`config.mk`:
```
export PLATFORM = sky130hd
export DESIGN_NAME = polygon_area_and_bounds
export DESIGN_NICKNAME = d
export VERILOG_FILES = /design/src/rtl/pab_pkg.sv /design/src/rtl/pab_track.sv /design/src/rtl/pab_mac.sv /design/src/rtl/pab_final.sv /design/src/rtl/polygon_area_and_bounds.sv
export SDC_FILE = /design/constraint.sdc
export NUM_CORES = 2
export LEC_CHECK = 0
export ABC_AREA = 1
export BUFFER_PORTS_ARGS = -buffer_cell sky130_fd_sc_hd__buf_2
export CORE_MARGIN = 5
export CORE_UTILIZATION = 45
export DETAILED_ROUTE_END_ITERATION = 12
export PLACE_DENSITY = 0.63
export SLEW_MARGIN = 40
export SYNTH_ARGS = -nofsm -noshare
export SYNTH_HDL_FRONTEND = slang
export SYNTH_SLANG_ARGS = --single-unit
export TNS_END_PERCENT = 20
```
`constraint.sdc`:
```
create_clock -name clk -period 8.7 [get_ports clk]
set_input_delay 1.305 -clock clk [delete_from_list [all_inputs] [get_ports clk]]
set_output_delay 1.305 -clock clk [all_outputs]
set_load 0.02 [all_outputs]
```
`src/rtl/pab_pkg.sv`:
```
// ----------------------------------------------------------------------------
// Polygon area and bounds package
// Shared widths, payload structs and inter-stage records for the polygon
// area and bounding box pipeline.
// ----------------------------------------------------------------------------
package pab_pkg;

    localparam int COORD_W      = 16;
    localparam int MAX_VERTICES = 1024;
    localparam int COUNT_W      = $clog2(MAX_VERTICES + 1);
    localparam int AREA_W       = 43;
    localparam int PAIR_W       = COORD_W + 1;
    localparam int TERM_W       = 2 * PAIR_W;
    localparam int ACC_RAW_W    = TERM_W + COUNT_W;
    localparam int ACC_W        = (ACC_RAW_W > 64) ? 64 :
                                  ((ACC_RAW_W < AREA_W + 1) ? AREA_W + 1 : ACC_RAW_W);

    typedef logic signed [COORD_W-1:0] coord_t;
    typedef logic signed [PAIR_W-1:0]  pair_t;
    typedef logic signed [TERM_W-1:0]  term_t;
    typedef logic [ACC_W-1:0]          acc_t;
    typedef logic [COUNT_W-1:0]        count_t;

    localparam acc_t   AREA_CAP  = acc_t'(1) << (AREA_W - 1);
    localparam count_t COUNT_MAX = count_t'(MAX_VERTICES);

    typedef struct packed {
        coord_t vx;
        coord_t vy;
        logic   is_last;
    } pab_in_t;

    typedef struct packed {
        logic [AREA_W-1:0] twice_area;
        coord_t            min_x;
        coord_t            min_y;
        coord_t            max_x;
        coord_t            max_y;
        count_t            vertex_total;
        logic              too_many;
    } pab_out_t;

    typedef struct packed {
        coord_t min_x;
        coord_t min_y;
        coord_t max_x;
        coord_t max_y;
        count_t total;
        logic   ovf;
        logic   last;
    } pab_box_t;

    typedef struct packed {
        pair_t    edge_s;
        pair_t    edge_d;
        pair_t    close_s;
        pair_t    close_d;
        logic     edge_en;
        pab_box_t box;
    } pab_track_t;

    typedef struct packed {
        term_t    edge_prod;
        term_t    close_prod;
        pab_box_t box;
    } pab_prod_t;

    typedef struct packed {
        acc_t     partial;
        term_t    close_prod;
        pab_box_t box;
    } pab_part_t;

endpackage

```
`src/rtl/pab_track.sv`:
```
// ----------------------------------------------------------------------------
// Polygon vertex tracker
// Holds the first and previous vertex, the bounding box and the vertex
// count, and forms the sum and difference operands of each shoelace term.
// ----------------------------------------------------------------------------
module pab_track (
    input  logic                clk,
    input  logic                rst_n,
    input  logic                up_valid,
    output logic                up_stall,
    input  pab_pkg::pab_in_t    up_data,
    output logic                dn_valid,
    input  logic                dn_stall,
    output pab_pkg::pab_track_t dn_data
);
    import pab_pkg::*;

    coord_t     first_x_reg, first_x_next, first_y_reg, first_y_next;
    coord_t     prev_x_reg, prev_x_next, prev_y_reg, prev_y_next;
    coord_t     min_x_reg, min_x_next, min_y_reg, min_y_next;
    coord_t     max_x_reg, max_x_next, max_y_reg, max_y_next;
    count_t     seen_reg, seen_next;
    logic       ovf_reg, ovf_next;
    logic       valid_reg;
    pab_track_t data_reg, data_next;
    logic       take, is_first, full_hit;

    assign up_stall = valid_reg && dn_stall;
    assign take     = up_valid && !up_stall;
    assign dn_valid = valid_reg;
    assign dn_data  = data_reg;

    always_comb
    begin
        is_first     = (seen_reg == '0);
        full_hit     = !is_first && (seen_reg == COUNT_MAX);
        first_x_next = is_first ? up_data.vx : first_x_reg;
        first_y_next = is_first ? up_data.vy : first_y_reg;
        prev_x_next  = full_hit ? prev_x_reg : up_data.vx;
        prev_y_next  = full_hit ? prev_y_reg : up_data.vy;
        min_x_next   = (is_first || up_data.vx < min_x_reg) ? up_data.vx : min_x_reg;
        min_y_next   = (is_first || up_data.vy < min_y_reg) ? up_data.vy : min_y_reg;
        max_x_next   = (is_first || up_data.vx > max_x_reg) ? up_data.vx : max_x_reg;
        max_y_next   = (is_first || up_data.vy > max_y_reg) ? up_data.vy : max_y_reg;
        seen_next    = full_hit ? seen_reg : seen_reg + 1'b1;
        ovf_next     = ovf_reg || full_hit;

        data_next.edge_s    = pair_t'(prev_x_reg) + pair_t'(up_data.vx);
        data_next.edge_d    = pair_t'(prev_y_reg) - pair_t'(up_data.vy);
        data_next.close_s   = pair_t'(prev_x_next) + pair_t'(first_x_next);
        data_next.close_d   = pair_t'(prev_y_next) - pair_t'(first_y_next);
        data_next.edge_en   = !is_first && !full_hit;
        data_next.box.min_x = min_x_next;
        data_next.box.min_y = min_y_next;
        data_next.box.max_x = max_x_next;
        data_next.box.max_y = max_y_next;
        data_next.box.total = seen_next;
        data_next.box.ovf   = ovf_next;
        data_next.box.last  = up_data.is_last;
    end

    always_ff @(posedge clk or negedge rst_n)
    begin
        if (!rst_n)
        begin
            first_x_reg <= '0;
            first_y_reg <= '0;
            prev_x_reg  <= '0;
            prev_y_reg  <= '0;
            min_x_reg   <= '0;
            min_y_reg   <= '0;
            max_x_reg   <= '0;
            max_y_reg   <= '0;
            seen_reg    <= '0;
            ovf_reg     <= 1'b0;
        end
        else if (take)
        begin
            if (up_data.is_last)
            begin
                first_x_reg <= '0;
                first_y_reg <= '0;
                prev_x_reg  <= '0;
                prev_y_reg  <= '0;
                min_x_reg   <= '0;
                min_y_reg   <= '0;
                max_x_reg   <= '0;
                max_y_reg   <= '0;
                seen_reg    <= '0;
                ovf_reg     <= 1'b0;
            end
            else
            begin
                first_x_reg <= first_x_next;
                first_y_reg <= first_y_next;
                prev_x_reg  <= prev_x_next;
                prev_y_reg  <= prev_y_next;
                min_x_reg   <= min_x_next;
                min_y_reg   <= min_y_next;
                max_x_reg   <= max_x_next;
                max_y_reg   <= max_y_next;
                seen_reg    <= seen_next;
                ovf_reg     <= ovf_next;
            end
        end
    end

    always_ff @(posedge clk or negedge rst_n)
    begin
        if (!rst_n)
        begin
            valid_reg <= 1'b0;
        end
        else if (!up_stall)
        begin
            valid_reg <= up_valid;
        end
    end

    always_ff @(posedge clk)
    begin
        if (take)
        begin
            data_reg <= data_next;
        end
    end

`ifndef SYNTHESIS
    assert property (@(posedge clk) disable iff (!rst_n) seen_reg <= COUNT_MAX)
        else $error("Vertex count ran past its limit.");

    assert property (@(posedge clk) disable iff (!rst_n) ovf_reg |-> seen_reg == COUNT_MAX)
        else $error("Overflow flag set without a full vertex count.");
`endif

endmodule

```
`src/rtl/pab_mac.sv`:
```
// ----------------------------------------------------------------------------
// Polygon shoelace multiply-accumulate
// Multiplies the edge and closing operands, then accumulates the edge terms
// and hands the partial sum and closing term of each polygon onward.
// ----------------------------------------------------------------------------
module pab_mac (
    input  logic                clk,
    input  logic                rst_n,
    input  logic                up_valid,
    output logic                up_stall,
    input  pab_pkg::pab_track_t up_data,
    output logic                dn_valid,
    input  logic                dn_stall,
    output pab_pkg::pab_part_t  dn_data
);
    import pab_pkg::*;

    logic      v2_reg, v3_reg;
    pab_prod_t p2_reg, p2_next;
    pab_part_t p3_reg, p3_next;
    acc_t      acc_reg, acc_add;
    logic      s3_stall, take2, take3;

    assign s3_stall = v3_reg && dn_stall;
    assign up_stall = v2_reg && s3_stall;
    assign take2    = up_valid && !up_stall;
    assign take3    = v2_reg && !s3_stall;
    assign dn_valid = v3_reg;
    assign dn_data  = p3_reg;

    always_comb
    begin
        p2_next.edge_prod  = up_data.edge_en ?
                             term_t'(up_data.edge_s) * term_t'(up_data.edge_d) : '0;
        p2_next.close_prod = term_t'(up_data.close_s) * term_t'(up_data.close_d);
        p2_next.box        = up_data.box;

        acc_add            = acc_reg + acc_t'(p2_reg.edge_prod);
        p3_next.partial    = acc_add;
        p3_next.close_prod = p2_reg.close_prod;
        p3_next.box        = p2_reg.box;
    end

    always_ff @(posedge clk or negedge rst_n)
    begin
        if (!rst_n)
        begin
            v2_reg  <= 1'b0;
            v3_reg  <= 1'b0;
            acc_reg <= '0;
        end
        else
        begin
            if (!up_stall)
            begin
                v2_reg <= up_valid;
            end
            if (!s3_stall)
            begin
                v3_reg <= v2_reg && p2_reg.box.last;
            end
            if (take3)
            begin
                acc_reg <= p2_reg.box.last ? '0 : acc_add;
            end
        end
    end

    always_ff @(posedge clk)
    begin
        if (take2)
        begin
            p2_reg <= p2_next;
        end
        if (take3 && p2_reg.box.last)
        begin
            p3_reg <= p3_next;
        end
    end

`ifndef SYNTHESIS
    assert property (@(posedge clk) disable iff (!rst_n)
        take3 && p2_reg.box.last |=> acc_reg == '0)
        else $error("Accumulator not cleared after the closing vertex.");
`endif

endmodule

```
`src/rtl/pab_final.sv`:
```
// ----------------------------------------------------------------------------
// Polygon area finish
// Adds the closing term, takes the magnitude, saturates it and holds the
// finished result in the output register.
// ----------------------------------------------------------------------------
module pab_final (
    input  logic               clk,
    input  logic               rst_n,
    input  logic               up_valid,
    output logic               up_stall,
    input  pab_pkg::pab_part_t up_data,
    output logic               dn_valid,
    input  logic               dn_stall,
    output pab_pkg::pab_out_t  dn_data
);
    import pab_pkg::*;

    logic     v4_reg, v5_reg;
    acc_t     sum_reg, sum_next, mag;
    pab_box_t box_reg;
    pab_out_t out_reg, out_next;
    logic     s5_stall;

    assign s5_stall = v5_reg && dn_stall;
    assign up_stall = v4_reg && s5_stall;
    assign dn_valid = v5_reg;
    assign dn_data  = out_reg;

    always_comb
    begin
        sum_next = up_data.partial + acc_t'(up_data.close_prod);
        mag      = sum_reg[ACC_W-1] ? acc_t'(-sum_reg) : sum_reg;
        if (box_reg.ovf || mag > AREA_CAP)
        begin
            mag = AREA_CAP;
        end
        out_next.twice_area   = mag[AREA_W-1:0];
        out_next.min_x        = box_reg.min_x;
        out_next.min_y        = box_reg.min_y;
        out_next.max_x        = box_reg.max_x;
        out_next.max_y        = box_reg.max_y;
        out_next.vertex_total = box_reg.total;
        out_next.too_many     = box_reg.ovf;
    end

    always_ff @(posedge clk or negedge rst_n)
    begin
        if (!rst_n)
        begin
            v4_reg <= 1'b0;
            v5_reg <= 1'b0;
        end
        else
        begin
            if (!up_stall)
            begin
                v4_reg <= up_valid;
            end
            if (!s5_stall)
            begin
                v5_reg <= v4_reg;
            end
        end
    end

    always_ff @(posedge clk)
    begin
        if (up_valid && !up_stall)
        begin
            sum_reg <= sum_next;
            box_reg <= up_data.box;
        end
        if (v4_reg && !s5_stall)
        begin
            out_reg <= out_next;
        end
    end

`ifndef SYNTHESIS
    assert property (@(posedge clk) disable iff (!rst_n)
        dn_valid |-> acc_t'(out_reg.twice_area) <= AREA_CAP)
        else $error("Reported area exceeds the saturation limit.");

    assert property (@(posedge clk) disable iff (!rst_n)
        dn_valid && out_reg.too_many |-> acc_t'(out_reg.twice_area) == AREA_CAP)
        else $error("Too many vertices but the area is not saturated.");

    assert property (@(posedge clk) disable iff (!rst_n)
        dn_valid |-> out_reg.vertex_total != '0)
        else $error("Result reported with no vertices.");
`endif

endmodule

```
`src/rtl/polygon_area_and_bounds.sv`:
```
// ----------------------------------------------------------------------------
// Polygon area and bounds
// Streaming shoelace area and bounding box of a polygon, one vertex per
// transaction, one result transaction per polygon.
// ----------------------------------------------------------------------------
// The block accepts one vertex per clock cycle while vertex_stall is low,
// and the vertex that carries is_last closes the polygon and yields one
// result: twice the polygon area as an exact unsigned value saturated at
// 2^42, the bounding box, the vertex count and a flag for polygons longer
// than the vertex limit. Vertices past the limit still widen the box but
// add no term to the area, which is then reported saturated. The work runs
// through six registers (input, vertex tracker, multipliers, accumulator,
// closing sum, output); the last vertex passes through them in that order
// before result_valid rises. The single accumulator update per vertex sets
// the rate of one vertex per cycle, and a stall on the result side fills
// the pipeline before it stalls the vertex side.
module polygon_area_and_bounds (
    input  logic              clk,
    input  logic              rst_n,
    input  logic              vertex_valid,
    output logic              vertex_stall,
    input  pab_pkg::pab_in_t  vertex,
    output logic              result_valid,
    input  logic              result_stall,
    output pab_pkg::pab_out_t result
);
    import pab_pkg::*;

    logic       in_valid_reg;
    pab_in_t    in_data_reg;
    logic       trk_stall;
    logic       trk_valid;
    pab_track_t trk_data;
    logic       mac_stall;
    logic       mac_valid;
    pab_part_t  mac_data;
    logic       fin_stall;

    assign vertex_stall = in_valid_reg && trk_stall;

    always_ff @(posedge clk or negedge rst_n)
    begin
        if (!rst_n)
        begin
            in_valid_reg <= 1'b0;
        end
        else if (!vertex_stall)
        begin
            in_valid_reg <= vertex_valid;
        end
    end

    always_ff @(posedge clk)
    begin
        if (vertex_valid && !vertex_stall)
        begin
            in_data_reg <= vertex;
        end
    end

    pab_track u_track (
        .clk      (clk),
        .rst_n    (rst_n),
        .up_valid (in_valid_reg),
        .up_stall (trk_stall),
        .up_data  (in_data_reg),
        .dn_valid (trk_valid),
        .dn_stall (mac_stall),
        .dn_data  (trk_data)
    );

    pab_mac u_mac (
        .clk      (clk),
        .rst_n    (rst_n),
        .up_valid (trk_valid),
        .up_stall (mac_stall),
        .up_data  (trk_data),
        .dn_valid (mac_valid),
        .dn_stall (fin_stall),
        .dn_data  (mac_data)
    );

    pab_final u_final (
        .clk      (clk),
        .rst_n    (rst_n),
        .up_valid (mac_valid),
        .up_stall (fin_stall),
        .up_data  (mac_data),
        .dn_valid (result_valid),
        .dn_stall (result_stall),
        .dn_data  (result)
    );

endmodule

```
# Yosys cells after proc, flatten, opt, wreduce, memory -nomap -nowiden
# Index checks and enable logic that the tools add are counted.
dict set report totals {
  ff_bits 910
  in_bits 37
  output_inout_bits 121
  word_cells 131
}
dict set report classes {
  addsub 8
  n_mul 2
  order_cmp 5
  n_eq_ne 1
  mux 21
  reduce_logical 31
}
# cell count
set ops {}
lappend ops {{16-bit two-way mux} 16}
lappend ops {{45-bit adder} 2}
lappend ops {{45-bit two-way mux} 2}
lappend ops {{17-bit by 17-bit multiplier with 34-bit output} 2}
lappend ops {{45-bit by 43-bit > comparator with 1-bit output, second input constant} 1}
lappend ops {{45-bit negator} 1}
lappend ops {{16-bit by 16-bit adder with 17-bit output} 2}
lappend ops {{16-bit by 16-bit subtractor with 17-bit output} 2}
lappend ops {{16-bit > comparator} 2}
lappend ops {{16-bit less-than comparator} 2}
lappend ops {{11-bit two-way mux} 2}
lappend ops {{1-bit logical AND} 16}
lappend ops {{11-bit by 1-bit adder with 11-bit output, second input constant} 1}
lappend ops {{11-bit equality test, second input constant} 1}
lappend ops {{11-bit logical NOT} 1}
lappend ops {{1-bit logical NOT} 8}
lappend ops {{1-bit logical OR} 6}
lappend ops {{1-bit two-way mux} 1}

# Logic depth before layout (Yosys ltp)
dict set report depth {
  word_depth 8
  depth_mapped 30
}

# By module
# Synthesis repeated with hierarchy kept, for this count alone.
dict set report unflattened {
  hier_cells 7479
  area_unflattened_um2 67787.5
}
# module n_inst cells_per_inst area_per_inst_um2 seq_area_each_um2
set modules_own_cells {}
lappend modules_own_cells {pab_mac 1 4389 38140.3 10214.8}
lappend modules_own_cells {pab_track 1 1806 16323.2 7912.6}
lappend modules_own_cells {pab_final 1 1245 12288.0 7257.0}
lappend modules_own_cells {polygon_area_and_bounds 1 39 1036.0 1016.0}

# Worst setup path before layout
# No wires, ideal clock.
dict set report synth_timing {
  path_kind {input port to flip-flop}
  start {input port result_stall}
  end {register u_mac.p3_reg, in the netlist u_mac.dn_data[100] (enable)}
  t_arrival_ns 8.486
  required_ns 8.027
  slack_ns -0.459
  stages 9
  path_cell_list {nand2_1 nor2_1 inv_1 nor2_1 nor2_1 inv_1 clkbuf_1 clkbuf_1 nor2_1}
}
dict set report synth_between {
  elab_chain_cells 6
}
# element line_no
set synth_lines {}
lappend synth_lines {{from (decl)} polygon_area_and_bounds.sv:24} ;# input logic result_stall,
lappend synth_lines {{1-bit logical AND} pab_final.sv:24} ;# assign s5_stall = v5_reg && dn_stall;
lappend synth_lines {{1-bit logical AND} pab_final.sv:25} ;# assign up_stall = v4_reg && s5_stall;
lappend synth_lines {{1-bit logical AND} pab_mac.sv:24} ;# assign s3_stall = v3_reg && dn_stall;
lappend synth_lines {{1-bit logical NOT} pab_mac.sv:27} ;# assign take3 = v2_reg && !s3_stall;
lappend synth_lines {{1-bit logical AND} pab_mac.sv:27}
lappend synth_lines {{1-bit logical AND} pab_mac.sv:75} ;# if (take3 && p2_reg.box.last)
lappend synth_lines {{to (signal assigned)} pab_mac.sv:77} ;# p3_reg <= p3_next;
lappend synth_lines {{to (decl)} pab_mac.sv:20} ;# pab_part_t p3_reg, p3_next;
# No other way between the ends.
# A chain may end at the register's enable or synchronous reset.

# Final worst setup path
dict set report layout_timing {
  start {register u_track.data_reg, in the netlist u_track.dn_data[115]}
  end {register u_mac.p2_reg[141] in the netlist's numbering, data pin}
}
dict set report layout_between {
  elab_chain_cells 1
}
# element line_no
set layout_lines {}
lappend layout_lines {{from (decl)} pab_track.sv:25} ;# pab_track_t data_reg, data_next;
lappend layout_lines {{from (signal assigned)} pab_track.sv:124} ;# data_reg <= data_next;
lappend layout_lines {{17-bit by 17-bit multiplier with 34-bit output} pab_mac.sv:34} ;# term_t'(up_data.edge_s) * term_t'(up_data.edge_d) : '0;
lappend layout_lines {{to (signal assigned)} pab_mac.sv:73} ;# p2_reg <= p2_next;
lappend layout_lines {{to (decl)} pab_mac.sv:19} ;# pab_prod_t p2_reg, p2_next;
# No other way between the ends.

==> results_dict.tcl <==
set metrics [dict create \
    core-area_mm2 0.1437 \
    port_buffers 157 \
    use_met1_pct 29.33 \
    period_share_pct 79.01 \
    nNetsFinal 7876 \
    grt_pass1_vias 47130 \
    boundaryPins 158 \
    antenna_found_initial 2 \
    crit_chain "nand2_1, inv_1, fa_1, fa_1, fa_1, fa_1, fa_1, inv_1, fa_1, inv_1, ha_1, a21oi_1, o21ai_0, a221oi_1, o21ai_0, a41oi_1, nand2_1, nand2_1, nor2_1" \
    timing.final.ws_setup_ns 1.826 \
    grt.total_usage_pct 21.19 \
    synth_nets 7801 \
    critPathKind "reg -> reg" \
    wl_um 158600 \
    fin_hold_ws_ns 0.3915 \
    min_period_ns 6.874 \
    crit_slowest_cell "fa_1" \
    crit_path_end_kind "flip-flop" \
    setup_tns_ns 0 \
    synth_cell_types 54 \
    grtUsageMet2_pct 35.64 \
    yosysMostFrequentCell "inv_1" \
    post_cts_resized 0 \
    globalRoute.totalOverflow 0 \
    clk_pin_slew_worst_paths_ns 0.06 \
    die_w_um 390.3 \
    synth.avg_cell_area_um2 9.602 \
    cts_setup_buffers 0 \
    cp_data_arrival_time_ns 7.34 \
    worstHoldStart "u_track.dn_data[24]" \
    fp.dieH_um 390.3 \
    synthFlopType "edfxtp_1" \
    netlist_instances 6779 \
    finalHoldViolCount 0 \
    min_path_type "reg -> reg" \
    min_to "u_mac.p2_reg[24]" \
    viasPerCell 5.148 \
    async_reset_ff_share_pct 20.99 \
    synth_warnings 0 \
    synth_common_cells "inv_1 (1459), nand2_1 (1372), edfxtp_1 (719)" \
    rrSetupSlack_ns 1.83 \
    ys_seq_elements 910 \
    synth_area_leaders "edfxtp_1 (33%), fa_1 (18%), inv_1 (8.4%), nand2_1 (7.9%), ha_1 (7.4%)" \
    finish.utilization_pct 49.47 \
    wl_per_cell_um 17.93 \
    yosys.area.top_type_share_pct 33.17 \
    grt_pass1_wl_um 257400 \
    status "complete, no violations" \
    layout-area-overhead-vs-synth_pct 9.175 \
    gp_congestion 0.9312 \
    start_kind "flip-flop" \
    start_util_pct 45.31 \
    ant_nets 0 \
    worst_skew_pair.late_latency_ns 0.72 \
    max_stage_delay_ns 0.88 \
    hold_buffers 0 \
    tightest_slew_ns 0.9190 \
    nFillCells 13250 \
    synth.largest_area_cell "edfxtp_1" \
    critPathRequiredTime_ns 9.17 \
    antenna_cells 0 \
    rsz0062_at_grt "no" \
    drcViolationCount 0 \
    cts_num_sinks 910 \
    dieArea_mm2 0.1524 \
    vias 45520 \
    synth_edf_count 719 \
    maxCapViolations 0 \
    synth.yosys.seq_area_share_pct 40.51 \
    finalClockSkew_ns 0.05013 \
    cts_made_buffers 100 \
    rr_startpoint "u_track.dn_data[115]" \
    row_count 139 \
    drt_iter0_drc 3664 \
    regToRegEndpoint "u_mac.p2_reg[141]" \
    dr.pass1.iters 6 \
    min_path_cells 0 \
    use_met3_pct 2.627 \
    htreeDepth 3 \
    finalMaxSlewViolations 0 \
    hpwl_um 122700 \
    synth_area_mm2 0.06509 \
    relSlewSlack_pct 38.74 \
    cts_max_path_buffers 3 \
    r2r.worst_path.cells 19 \
    largest_register_ffs 155 \
    cts_tree "yes" \
    critPathMaxFanout 17 \
    worst_path_most_repeated_cell "fa_1" \
    cts-root-buf "clkbuf_16" \
    max_freq_mhz 145.5 \
    final-setup-viol-count 0 \
    dp_slack_ns 1.930 \
    busiest_layer "met2" \
    drive_gt1_share_pct 5.749 \
    grt_max_degree 129 \
]
==> worst max-delay path by stage <==
| stage | start | endpoint | slack [ns] | cells after the start |
|---|---|---|---|---|
| after detailed placement | u_track.dn_data[114] | u_mac.p2_reg[141] | 1.93 | 19 |
| after CTS | u_track.dn_data[114] | u_mac.p2_reg[141] | 1.88 | 19 |
| after floorplan | result_stall | u_mac.p2_reg[0] | 0.35 | 7 |
| after global placement | u_track.dn_data[114] | u_mac.p2_reg[141] | 1.95 | 19 |
| final | u_track.dn_data[115] | u_mac.p2_reg[141] | 1.83 | 19 |
| after global routing | u_track.dn_data[114] | u_mac.p2_reg[141] | 1.41 | 19 |
==> layout make-up <==
cell class / count / area [um^2] / share of cell area, %
inverter: 1464 / 5507 / 7.749
timing repair buffer: 187 / 1107 / 1.558
tap: 1903 / 2381 / 3.351
clock inverter: 54 / 476.7 / 0.6708
sequential: 910 / 26370 / 37.11
multi-input combinational: 4191 / 32420 / 45.62
clock buffer: 134 / 2803 / 3.944
==> critical path, delay by kind of cell, from the launching register on <==
family / cells / cell delay [ns]
DFF: 1 / 0.83
adders and majority gates: 7 / 3.78
AOI/OAI and AO/OA: 5 / 1.39
and+or+nand+nor: 4 / 0.41
buffers and inverters: 3 / 0.22
==> per-stage QoR <==
step	instance area (um^2)	cells
after detailed placement	67750	8654
final	71060	8843
after CTS	71030	8842
after floorplan	65090	6779
after global placement	67680	8651
after global routing	71060	8843
==> placed cells by master, fill, tap and decap left out, types with 7 or more instances in the layout <==
master,synthesis,layout
inv_1,1459,1457
nand2_1,1372,1372
edfxtp_1,719,719
fa_1,598,598
ha_1,387,387
nor2_1,369,365
a21oi_1,299,298
o21ai_0,238,237
nand3_1,226,226
dfrtp_1,191,191
buf_2,15,156
xor2_1,142,142
clkbuf_16,0,102
o22ai_1,86,86
and2_1,59,59
xnor2_1,58,58
o21a_1,44,44
a22o_1,35,35
nor3_1,32,32
a31oi_1,32,32
nand4_1,28,28
o21bai_1,23,23
clkinv_2,0,20
a21o_1,19,19
nor2_2,19,19
clkbuf_1,191,19
buf_4,0,19
nand3b_1,18,18
nor4_1,16,16
a21boi_0,14,14
clkinv_1,1,14
clkbuf_8,0,14
or2_2,11,11
o211ai_1,10,10
o21ai_1,8,9
nor2_4,3,7
o2111ai_1,7,7
clkinvlp_4,0,7
==> logic make-up after synthesis <==
| logic type | after synthesis | synth area share (%) |
|---|---|---|
| AND/OR/NAND/NOR | 2170 | 13.75 |
| buffers and inverters | 1678 | 9.763 |
| adder cells (fa/ha/maj) | 985 | 25.83 |
| flip-flops | 910 | 40.51 |
| AO/OA/AOI/OAI | 834 | 7.400 |
| XOR/XNOR | 202 | 2.741 |
==> metal layers <==
layer,part of all wire (%),vias up,wire length (um)
met2,47,1299,75250
met1,44,22400,70380
met3,5.6,240,8838
met4,2.6,0,4086
met5,0,-,0
li1,-,21580,-
Power is not shown: default switching activity piles up to over one toggle a cycle in this logic, so the estimate is an artifact.
